==> src/design/nnr_pkg.sv <==
// Types, constants and helpers for the Newton nth root unit.
// No dependencies; used by every module.
package nnr_pkg;

   localparam int DEF_MAX_ROOT  = 16;
   localparam int DEF_MAX_ITER  = 64;
   localparam int DEF_FRAC_BITS = 16;

   localparam int CSR_ADDR_W = 3;
   localparam logic [15:0] TOL_RESET = 16'd66;
   localparam logic REG_TOLERANCE = 1'b0;

   localparam logic signed [31:0] Q_MAX = 32'sh7FFF_FFFF;
   localparam logic signed [31:0] Q_MIN = 32'sh8000_0000;

   typedef enum logic [1:0] {
      ST_OK      = 2'd0,
      ST_ORDER   = 2'd1,
      ST_NEG     = 2'd2,
      ST_NOCONV  = 2'd3
   } status_type;

   typedef struct packed {
      logic signed [31:0] value;
      logic [4:0]         order;
   } req_item_type;

   typedef struct packed {
      logic signed [31:0] root_value;
      status_type         status;
   } rsp_item_type;

   typedef struct packed {
      logic busy;
      logic done;
   } div_sts_type;

   typedef enum logic [3:0] {
      S_IDLE, S_CHECK, S_INIT_WAIT, S_ITER, S_POW, S_POW_WB, S_DEN, S_DEN_WB,
      S_T1, S_T1_WB, S_T1_WAIT, S_Q_WAIT, S_UPD, S_FINISH
   } state_type;

   function automatic logic signed [31:0] sat32(input logic signed [63:0] v);
      if (v > 64'(Q_MAX)) begin
         return Q_MAX;
      end else if (v < 64'(Q_MIN)) begin
         return Q_MIN;
      end
      return v[31:0];
   endfunction

endpackage

==> src/design/nnr_mul.sv <==
// Shared 32x32 signed multiplier with registered product.
// Depends on nnr_pkg (sat32).
module nnr_mul import nnr_pkg::*; #(
   parameter int FRAC_BITS = DEF_FRAC_BITS
) (
   input  logic               clock,
   input  logic signed [31:0] op_a,
   input  logic signed [31:0] op_b,
   output logic signed [31:0] q_prod,
   output logic signed [31:0] raw_sat,
   output logic signed [63:0] raw
);

   localparam logic signed [63:0] BIAS = (64'sd1 <<< FRAC_BITS) - 64'sd1;

   logic signed [63:0] prod_ff, prod_in, adj;

   assign prod_in = 64'(op_a) * 64'(op_b);

   always_ff @(posedge clock) begin
      prod_ff <= prod_in;
   end

   // truncate toward zero before the scaling shift
   assign adj     = (prod_ff < 0) ? prod_ff + BIAS : prod_ff;
   assign q_prod  = sat32(adj >>> FRAC_BITS);
   assign raw_sat = sat32(prod_ff);
   assign raw     = prod_ff;

endmodule

==> src/design/nnr_div.sv <==
// Radix-2 restoring signed divider, one quotient bit per cycle, saturating.
// Depends on nnr_pkg (Q_MIN, Q_MAX, div_sts_type).
module nnr_div import nnr_pkg::*; #(
   parameter int FRAC_BITS = DEF_FRAC_BITS,
   localparam int DIV_W    = 32 + FRAC_BITS
) (
   input  logic                    clock,
   input  logic                    reset,
   input  logic                    start,
   input  logic signed [DIV_W-1:0] num,
   input  logic signed [31:0]      den,
   output div_sts_type             sts,
   output logic signed [31:0]      quo
);

   localparam int CNT_W = $clog2(DIV_W + 1);
   localparam logic [DIV_W-1:0] LIM = {{(DIV_W-32){1'b0}}, 32'h8000_0000};

   logic             busy_ff, done_ff;
   logic [CNT_W-1:0] cnt_ff;
   logic [31:0]      rem_ff, dmag_ff, dmag;
   logic [DIV_W-1:0] acc_ff, nmag;
   logic             neg_ff, nneg_ff, zden_ff;
   logic [32:0]      rem_sh;
   logic             fits;

   assign nmag   = num[DIV_W-1] ? DIV_W'(-num) : DIV_W'(num);
   assign dmag   = den[31] ? 32'(-den) : 32'(den);
   assign rem_sh = {rem_ff, acc_ff[DIV_W-1]};
   assign fits   = rem_sh >= {1'b0, dmag_ff};

   always_ff @(posedge clock) begin
      if (reset) begin
         busy_ff <= 1'b0;
         done_ff <= 1'b0;
      end else begin
         done_ff <= 1'b0;
         if (start) begin
            busy_ff <= (dmag != '0);
            done_ff <= (dmag == '0);
         end else if (busy_ff && cnt_ff == CNT_W'(1)) begin
            busy_ff <= 1'b0;
            done_ff <= 1'b1;
         end
      end
   end

   always_ff @(posedge clock) begin
      if (start) begin
         acc_ff  <= nmag;
         dmag_ff <= dmag;
         rem_ff  <= '0;
         cnt_ff  <= CNT_W'(DIV_W);
         neg_ff  <= num[DIV_W-1] ^ den[31];
         nneg_ff <= num[DIV_W-1];
         zden_ff <= (dmag == '0);
      end else if (busy_ff) begin
         rem_ff <= fits ? 32'(rem_sh - {1'b0, dmag_ff}) : rem_sh[31:0];
         acc_ff <= {acc_ff[DIV_W-2:0], fits};
         cnt_ff <= cnt_ff - CNT_W'(1);
      end
   end

   always_comb begin
      if (zden_ff) begin
         quo = nneg_ff ? Q_MIN : Q_MAX;
      end else if (neg_ff) begin
         quo = (acc_ff > LIM) ? Q_MIN : 32'(-acc_ff[31:0]);
      end else begin
         quo = (acc_ff >= LIM) ? Q_MAX : acc_ff[31:0];
      end
   end

   assign sts.busy = busy_ff;
   assign sts.done = done_ff;

endmodule

==> src/design/newton_nth_root_unit.sv <==
// Newton-Raphson nth root unit in signed fixed point (Q16.16 by default).
// Takes an item of value and order on req_, answers root and status on rsp_.
// Channels: valid/stall on both sides; an item moves when valid is high and
// stall low. req_stall is high from the accepting edge until the unit has
// handed its result to the output register, so one item is in work at a time.
// Zero value, rejected order and even root of a negative value go from the
// check state straight to finish. Otherwise one seed division (divider
// width DIV_W = 32+FRAC_BITS), then per Newton step: one setup state,
// (n-2) power multiplies, the n*x^(n-1) and (n-1)*x products, two
// divisions and one update state, for up to MAX_ITER steps. The radix-2
// divider dominates the run time.
// Tolerance register at csr addresses 0-3 (APB style, pready tied high).
// Reset: synchronous, active high; returns to idle, drops rsp_valid and sets
// the tolerance to 66 (Q0.16).
// Receiver stall: the result sits in the output register; a following item
// may be accepted and worked on, and its result waits in the finish state
// until the register is free.
module newton_nth_root_unit import nnr_pkg::*; #(
   parameter int MAX_ROOT  = DEF_MAX_ROOT,
   parameter int MAX_ITER  = DEF_MAX_ITER,
   parameter int FRAC_BITS = DEF_FRAC_BITS
) (
   input  logic                  clock,
   input  logic                  reset,
   input  logic                  req_valid,
   output logic                  req_stall,
   input  req_item_type          req_item,
   output logic                  rsp_valid,
   input  logic                  rsp_stall,
   output rsp_item_type          rsp_item,
   input  logic                  csr_psel,
   input  logic                  csr_penable,
   input  logic                  csr_pwrite,
   input  logic [CSR_ADDR_W-1:0] csr_paddr,
   input  logic [31:0]           csr_pwdata,
   output logic [31:0]           csr_prdata,
   output logic                  csr_pready
);

   localparam int DIV_W  = 32 + FRAC_BITS;
   localparam int ITER_W = $clog2(MAX_ITER + 1);
   localparam int PC_W   = $clog2(MAX_ROOT);
   localparam int TS_L   = (FRAC_BITS >= 16) ? FRAC_BITS - 16 : 0;
   localparam int TS_R   = (FRAC_BITS < 16) ? 16 - FRAC_BITS : 0;

   state_type state_ff, state_in;

   // csr
   logic [15:0] tol_ff;
   logic        csr_wr;
   logic [39:0] tol_s;

   assign csr_pready = 1'b1;
   assign csr_wr     = csr_psel && csr_penable && csr_pwrite && csr_pready
                       && (csr_paddr[2] == REG_TOLERANCE);
   assign csr_prdata = (csr_paddr[2] == REG_TOLERANCE) ? {16'b0, tol_ff} : '0;
   assign tol_s      = (40'(tol_ff) << TS_L) >> TS_R;

   always_ff @(posedge clock) begin
      if (reset) begin
         tol_ff <= TOL_RESET;
      end else if (csr_wr) begin
         tol_ff <= csr_pwdata[15:0];
      end
   end

   // working registers
   logic signed [31:0] value_ff, value_in, x_ff, x_in, pow_ff, pow_in;
   logic signed [31:0] den_ff, den_in, t1_ff, t1_in, t2_ff, t2_in;
   logic [4:0]         n_ff, n_in;
   logic [ITER_W-1:0]  icnt_ff, icnt_in;
   logic [PC_W-1:0]    pcnt_ff, pcnt_in;
   logic signed [31:0] root_ff, root_in;
   status_type         status_ff, status_in;
   logic               rsp_valid_ff, rsp_valid_in;
   rsp_item_type       rsp_ff, rsp_in;

   // shared units
   logic signed [31:0] op_a, op_b, q_prod, raw_sat, quo;
   logic signed [63:0] raw;
   logic               div_start;
   logic signed [DIV_W-1:0] div_num;
   logic signed [31:0] div_den;
   div_sts_type        div_sts;

   nnr_mul #(.FRAC_BITS(FRAC_BITS)) u_mul (
      .clock(clock), .op_a(op_a), .op_b(op_b),
      .q_prod(q_prod), .raw_sat(raw_sat), .raw(raw)
   );

   nnr_div #(.FRAC_BITS(FRAC_BITS)) u_div (
      .clock(clock), .reset(reset), .start(div_start),
      .num(div_num), .den(div_den), .sts(div_sts), .quo(quo)
   );

   // update step terms
   logic signed [32:0] sum;
   logic signed [31:0] x_new;
   logic [31:0]        mag_new, mag_old, diff;
   logic               converged, bad_order, even_neg, pow_last, out_free;

   assign sum       = 33'(t1_ff) + 33'(t2_ff);
   assign x_new     = sat32(64'(sum));
   assign mag_new   = x_new[31] ? 32'(-x_new) : 32'(x_new);
   assign mag_old   = x_ff[31] ? 32'(-x_ff) : 32'(x_ff);
   assign diff      = (mag_new > mag_old) ? mag_new - mag_old : mag_old - mag_new;
   assign converged = 40'(diff) < tol_s;
   assign bad_order = (n_ff < 5'd2) || (6'(n_ff) > 6'(MAX_ROOT));
   assign even_neg  = !n_ff[0] && value_ff[31];
   assign pow_last  = (6'(pcnt_ff) + 6'd1) == (6'(n_ff) - 6'd1);
   assign out_free  = !rsp_valid_ff || !rsp_stall;

   // next state
   always_comb begin
      state_in = state_ff;
      unique case (state_ff)
         S_IDLE:      if (req_valid) state_in = S_CHECK;
         S_CHECK: begin
            if (value_ff == '0 || bad_order || even_neg) state_in = S_FINISH;
            else state_in = S_INIT_WAIT;
         end
         S_INIT_WAIT: if (div_sts.done) state_in = S_ITER;
         S_ITER:      state_in = (n_ff == 5'd2) ? S_DEN : S_POW;
         S_POW:       state_in = S_POW_WB;
         S_POW_WB:    state_in = pow_last ? S_DEN : S_POW;
         S_DEN:       state_in = S_DEN_WB;
         S_DEN_WB:    state_in = S_T1;
         S_T1:        state_in = S_T1_WB;
         S_T1_WB:     state_in = S_T1_WAIT;
         S_T1_WAIT:   if (div_sts.done) state_in = S_Q_WAIT;
         S_Q_WAIT:    if (div_sts.done) state_in = S_UPD;
         S_UPD: begin
            if (converged || icnt_ff + ITER_W'(1) == ITER_W'(MAX_ITER)) state_in = S_FINISH;
            else state_in = S_ITER;
         end
         S_FINISH:    if (out_free) state_in = S_IDLE;
         default:     state_in = S_IDLE;
      endcase
   end

   // datapath and unit controls
   always_comb begin
      value_in  = value_ff;
      n_in      = n_ff;
      x_in      = x_ff;
      pow_in    = pow_ff;
      den_in    = den_ff;
      t1_in     = t1_ff;
      t2_in     = t2_ff;
      icnt_in   = icnt_ff;
      pcnt_in   = pcnt_ff;
      root_in   = root_ff;
      status_in = status_ff;
      op_a      = pow_ff;
      op_b      = x_ff;
      div_start = 1'b0;
      div_num   = DIV_W'(value_ff);
      div_den   = 32'(n_ff);
      rsp_in    = rsp_ff;
      rsp_valid_in = rsp_valid_ff && rsp_stall;
      unique case (state_ff)
         S_IDLE: begin
            value_in = req_item.value;
            n_in     = req_item.order;
            icnt_in  = '0;
         end
         S_CHECK: begin
            root_in = '0;
            if (value_ff == '0) begin
               status_in = ST_OK;
            end else if (bad_order) begin
               status_in = ST_ORDER;
            end else if (even_neg) begin
               status_in = ST_NEG;
            end else begin
               div_start = 1'b1;
            end
         end
         S_INIT_WAIT: if (div_sts.done) x_in = quo;
         S_ITER: begin
            pow_in  = x_ff;
            pcnt_in = PC_W'(1);
         end
         S_POW: ;
         S_POW_WB: begin
            pow_in  = q_prod;
            pcnt_in = pcnt_ff + PC_W'(1);
         end
         S_DEN: begin
            op_a = 32'(n_ff);
            op_b = pow_ff;
         end
         S_DEN_WB: den_in = raw_sat;
         S_T1: begin
            op_a = 32'(n_ff) - 32'sd1;
            op_b = x_ff;
         end
         S_T1_WB: begin
            div_start = 1'b1;
            div_num   = raw[DIV_W-1:0];
         end
         S_T1_WAIT: begin
            div_num = {value_ff, {FRAC_BITS{1'b0}}};
            div_den = den_ff;
            if (div_sts.done) begin
               t1_in     = quo;
               div_start = 1'b1;
            end
         end
         S_Q_WAIT: if (div_sts.done) t2_in = quo;
         S_UPD: begin
            icnt_in = icnt_ff + ITER_W'(1);
            x_in    = x_new;
            if (converged) begin
               root_in   = x_new;
               status_in = ST_OK;
            end else begin
               root_in   = '0;
               status_in = ST_NOCONV;
            end
         end
         S_FINISH: begin
            if (out_free) begin
               rsp_valid_in       = 1'b1;
               rsp_in.root_value  = root_ff;
               rsp_in.status      = status_ff;
            end
         end
         default: ;
      endcase
   end

   always_ff @(posedge clock) begin
      if (reset) begin
         state_ff     <= S_IDLE;
         rsp_valid_ff <= 1'b0;
      end else begin
         state_ff     <= state_in;
         rsp_valid_ff <= rsp_valid_in;
      end
   end

   always_ff @(posedge clock) begin
      value_ff  <= value_in;
      n_ff      <= n_in;
      x_ff      <= x_in;
      pow_ff    <= pow_in;
      den_ff    <= den_in;
      t1_ff     <= t1_in;
      t2_ff     <= t2_in;
      icnt_ff   <= icnt_in;
      pcnt_ff   <= pcnt_in;
      root_ff   <= root_in;
      status_ff <= status_in;
      rsp_ff    <= rsp_in;
   end

   assign req_stall = (state_ff != S_IDLE);
   assign rsp_valid = rsp_valid_ff;
   assign rsp_item  = rsp_ff;

endmodule

==> config.mk <==
export PLATFORM = sky130hd
export DESIGN_NAME = newton_nth_root_unit
export DESIGN_NICKNAME = d
export VERILOG_FILES = /design/src/design/nnr_pkg.sv /design/src/design/nnr_mul.sv /design/src/design/nnr_div.sv /design/src/design/newton_nth_root_unit.sv
export SDC_FILE = /design/constraint.sdc
export NUM_CORES = 2
export LEC_CHECK = 0
export ABC_AREA = 1
export ABC_CLOCK_PERIOD_IN_PS = 9000
export BUFFER_PORTS_ARGS = -buffer_cell sky130_fd_sc_hd__buf_4
export CAP_MARGIN = 20
export CORE_UTILIZATION = 35
export CTS_CLUSTER_DIAMETER = 120
export DETAILED_ROUTE_END_ITERATION = 12
export PLACE_DENSITY = 0.48
export SETUP_SLACK_MARGIN = 0.5
export SYNTH_ARGS = -nofsm -noshare
export SYNTH_HDL_FRONTEND = slang
export SYNTH_SLANG_ARGS = --single-unit
==> constraint.sdc <==
create_clock -name clock -period 9 [get_ports clock]
set_input_delay 0.9 -clock clock [delete_from_list [all_inputs] [get_ports clock]]
set_output_delay 0.9 -clock clock [all_outputs]
set_load 0.1 [all_outputs]
==> impl_results.md <==
- Max-cap violation count: 0
- CTS root buf: clkbuf_16
- CP Max Fanout: 26
- Post-synthesis cell type count: 70
- Grt ovf: 0
- Worst Setup SP: state_ff[2]
- Placeable Area: 200000 sq um
- CTS tree: done
- Reg2reg path depth: 36
- Detail Placement HPWL: 217000 um
- Fin nets: 11000
- Fraction of layout cells with a size suffix above 1: 11.7%
- CP peak stage delay: 620 ps
- Worst hold path type: in -> reg
- Main area contributors after synthesis: fa_1 31%, edfxtp_1 15%, nand2_1 12%
- Non-filler cells, final: 12200
- Seq. cell area: 13300 sq um
- Area growth from synthesis to layout: 16.0%
- Worst r2r dst: u_mul.raw[60]
- RD Place Congestion: 0.954
- Area of the multi-input gates: 49800 sq um
- Max-slew headroom: 30.5%
- RSZ-0062 raised after global routing: yes
- Achievable clock frequency: 0.118 GHz
- Worst path depth: 36
- Critical Path End: u_mul.raw[60]
- Final setup violation count: 0
- Final Cycle Share: 93.9%
- Total GRT Usage: 25.5%
- Area leader, netlist: fa_1
- Yosys reg bits: 484
- First-pass GRT wire length: 390000 um
- IO Count: 148
- Buf+Inv Stages, Crit Path: 13
- Drt wl/cell: 21.5 um
- Synth async-reset ratio: 0%
- Setup crit end kind: register
- YS warnings: 0
- Critical path class: reg -> reg
- Port-buffer cells: 112
- Post-Place Cells: 12100
- Clk slew on worst S/H paths: 60 ps
- Worst-margin pin slew: 1040 ps
- Final Max Tran Viols: 0
- Hold-fix buffers, CTS: 0
- Die Y: 452 um
- Residual DRC: 0
- Vias in the first global route: 61400
- Total CTS buffers: 55
- Vias per inst: 4.94
- Worst Skew: 49.7 ps
- Clock tree buffer depth: 3
- DIE AREA: 204000 sq um
- Synthesized area: 70900 sq um
- Kind of cell adding the most delay to the critical path: adder cells
- Status: finished clean
- Tmin final: 8450 ps
- Flop-to-flop setup slack: 550 ps
- Seq/Total Area, Yosys: 18.7%
- Most frequent cells in the layout: 2319 x nand2_1, 1979 x inv_1, 1052 x fa_1
- Initial antenna violation count: 5
- Startpoint Class: register
- Most used cell, CP: fa_1
- Final Hold Viols: 0
- Fin Setup TNS: 0 ps
- Row count: 164
- Clk sinks: 484
- Fillers: 20700
- Starting Density: 35.3%
- Number of routed nets with antenna violations: 0
- Drt pass-1 iters: 9
- Crit path DAT: 9050 ps
- Top FF cell, synth: edfxtp_1
- Gate Count Post-Synth: 9141
- EDFF count, synth: 359
- Slowest cell on crit path: fa_1
- Reg-to-reg startpoint: state_ff[2]
- Htree depth: 2
- CP required: 9600 ps
- Die Span X: 452 um
- Hold Slack: 376 ps
- Routed WL: 263000 um
- Synth top area share: 30.7%
- Commonest non-fill, non-tap cell in the layout: nand2_1
- Syn Area/Cell: 7.75 sq um
- Iteration-0 DRC Markers: 4606
- Largest net degree at the start of global routing: 76
- DR vias: 60400
- Final Util: 41.0%
- Clock Latency Late Sink: 700 ps
==> layer usage <==
metal  vias up  part of all wire (%)  track usage [%]  wire [um]
met4         4                   4.9             10.4      12800
met1     30200                    44             34.3     115000
met3       355                   4.8             2.39      12600
li1      28400                     -                -          -
met2      1540                    46             41.9     122000
met5         -                 0.017                0         45
==> worst min path at each step <==
stage                 startpoint            to  slack, ps  cells past startpoint
detailed placement   root_ff[28]  rsp_item[30]        400                      0
global route        req_item[29]  value_ff[24]        340                      1
global placement      root_ff[5]   rsp_item[7]        400                      0
finish              req_item[31]  value_ff[26]        380                      1
CTS                 req_item[33]  value_ff[28]        320                      1
floorplan           status_ff[0]   rsp_item[0]        400                      0
==> final cells by class <==
class | count | share of cell area (%)
multi-input combinational | 6294 | 60.6
sequential | 484 | 16.2
inverter | 2070 | 9.53
timing repair buffer | 636 | 7.41
tap | 2656 | 4.04
clock buffer | 71 | 1.86
clock inverter | 32 | 0.431
antenna | 2 | 0.00609
==> sequential cells by signal (all words and copies together), names as in the netlist, 16 cells and up <==
name and flops:
value_ff 32, u_div.dmag_ff 32, tol_ff 16, u_mul.raw 64
u_div.acc_ff 48, t2_ff 32, u_div.rem_ff 32, pow_ff 32
root_ff 32, x_ff 32, den_ff 32, rsp_item 34
t1_ff 32
==> through the flow <==
stage	setup WS, ps	instance area [sq um]
finish	549	82200
global route	192	82200
CTS	477	80900
detailed placement	-11.5	78000
global placement	5.60	77900
floorplan	638	70900
==> synth_stat cells (4+ instances only) <==
| library cell | instances |
|---|---|
| nand3_1 | 226 |
| inv_2 | 40 |
| o21ai_2 | 8 |
| nand3b_1 | 18 |
| clkinv_1 | 15 |
| o31ai_1 | 12 |
| o21ai_0 | 321 |
| a31oi_1 | 39 |
| dfxtp_1 | 125 |
| nor4_1 | 38 |
| and3_1 | 6 |
| nand2_1 | 2338 |
| nand3_2 | 4 |
| o21bai_1 | 13 |
| xnor2_1 | 101 |
| o21a_1 | 15 |
| clkbuf_1 | 240 |
| o211ai_1 | 52 |
| inv_1 | 2015 |
| buf_4 | 31 |
| o22ai_1 | 35 |
| a21boi_0 | 11 |
| xor2_1 | 198 |
| nor2_1 | 788 |
| a21oi_1 | 300 |
| nor3_2 | 4 |
| nor2_2 | 19 |
| buf_6 | 12 |
| edfxtp_1 | 359 |
| nand4_1 | 63 |
| a21o_1 | 12 |
| nor3_1 | 79 |
| buf_2 | 19 |
| buf_1 | 7 |
| or2_2 | 7 |
| ha_1 | 337 |
| nand2_2 | 16 |
| fa_1 | 1086 |
| o21ai_1 | 78 |
==> kinds of logic after synthesis <==
logic type / count (synthesis) / share of synthesized area (%)
AO/OA/AOI/OAI: 921 / 7.27
XOR/XNOR: 299 / 3.70
adder cells (fa/ha/maj): 1423 / 36.6
buffers and inverters: 2379 / 12.9
flip-flops: 484 / 18.7
multiplexers: 2 / 0.0283
other: 2 / 0.0106
AND/OR/NAND/NOR: 3631 / 20.7
==> repair_timing <==
| action | in CTS | in global routing |
|---|---|---|
| gates cloned | 7 | 6 |
| buffers inserted | 27 | 43 |
| pin swaps | 31 | 75 |
| setup endpoints to repair | 36 | 73 |
| gates resized for setup | 157 | 180 |
Power is not shown: default switching activity piles up to over one toggle a cycle in this logic, so the estimate is an artifact.
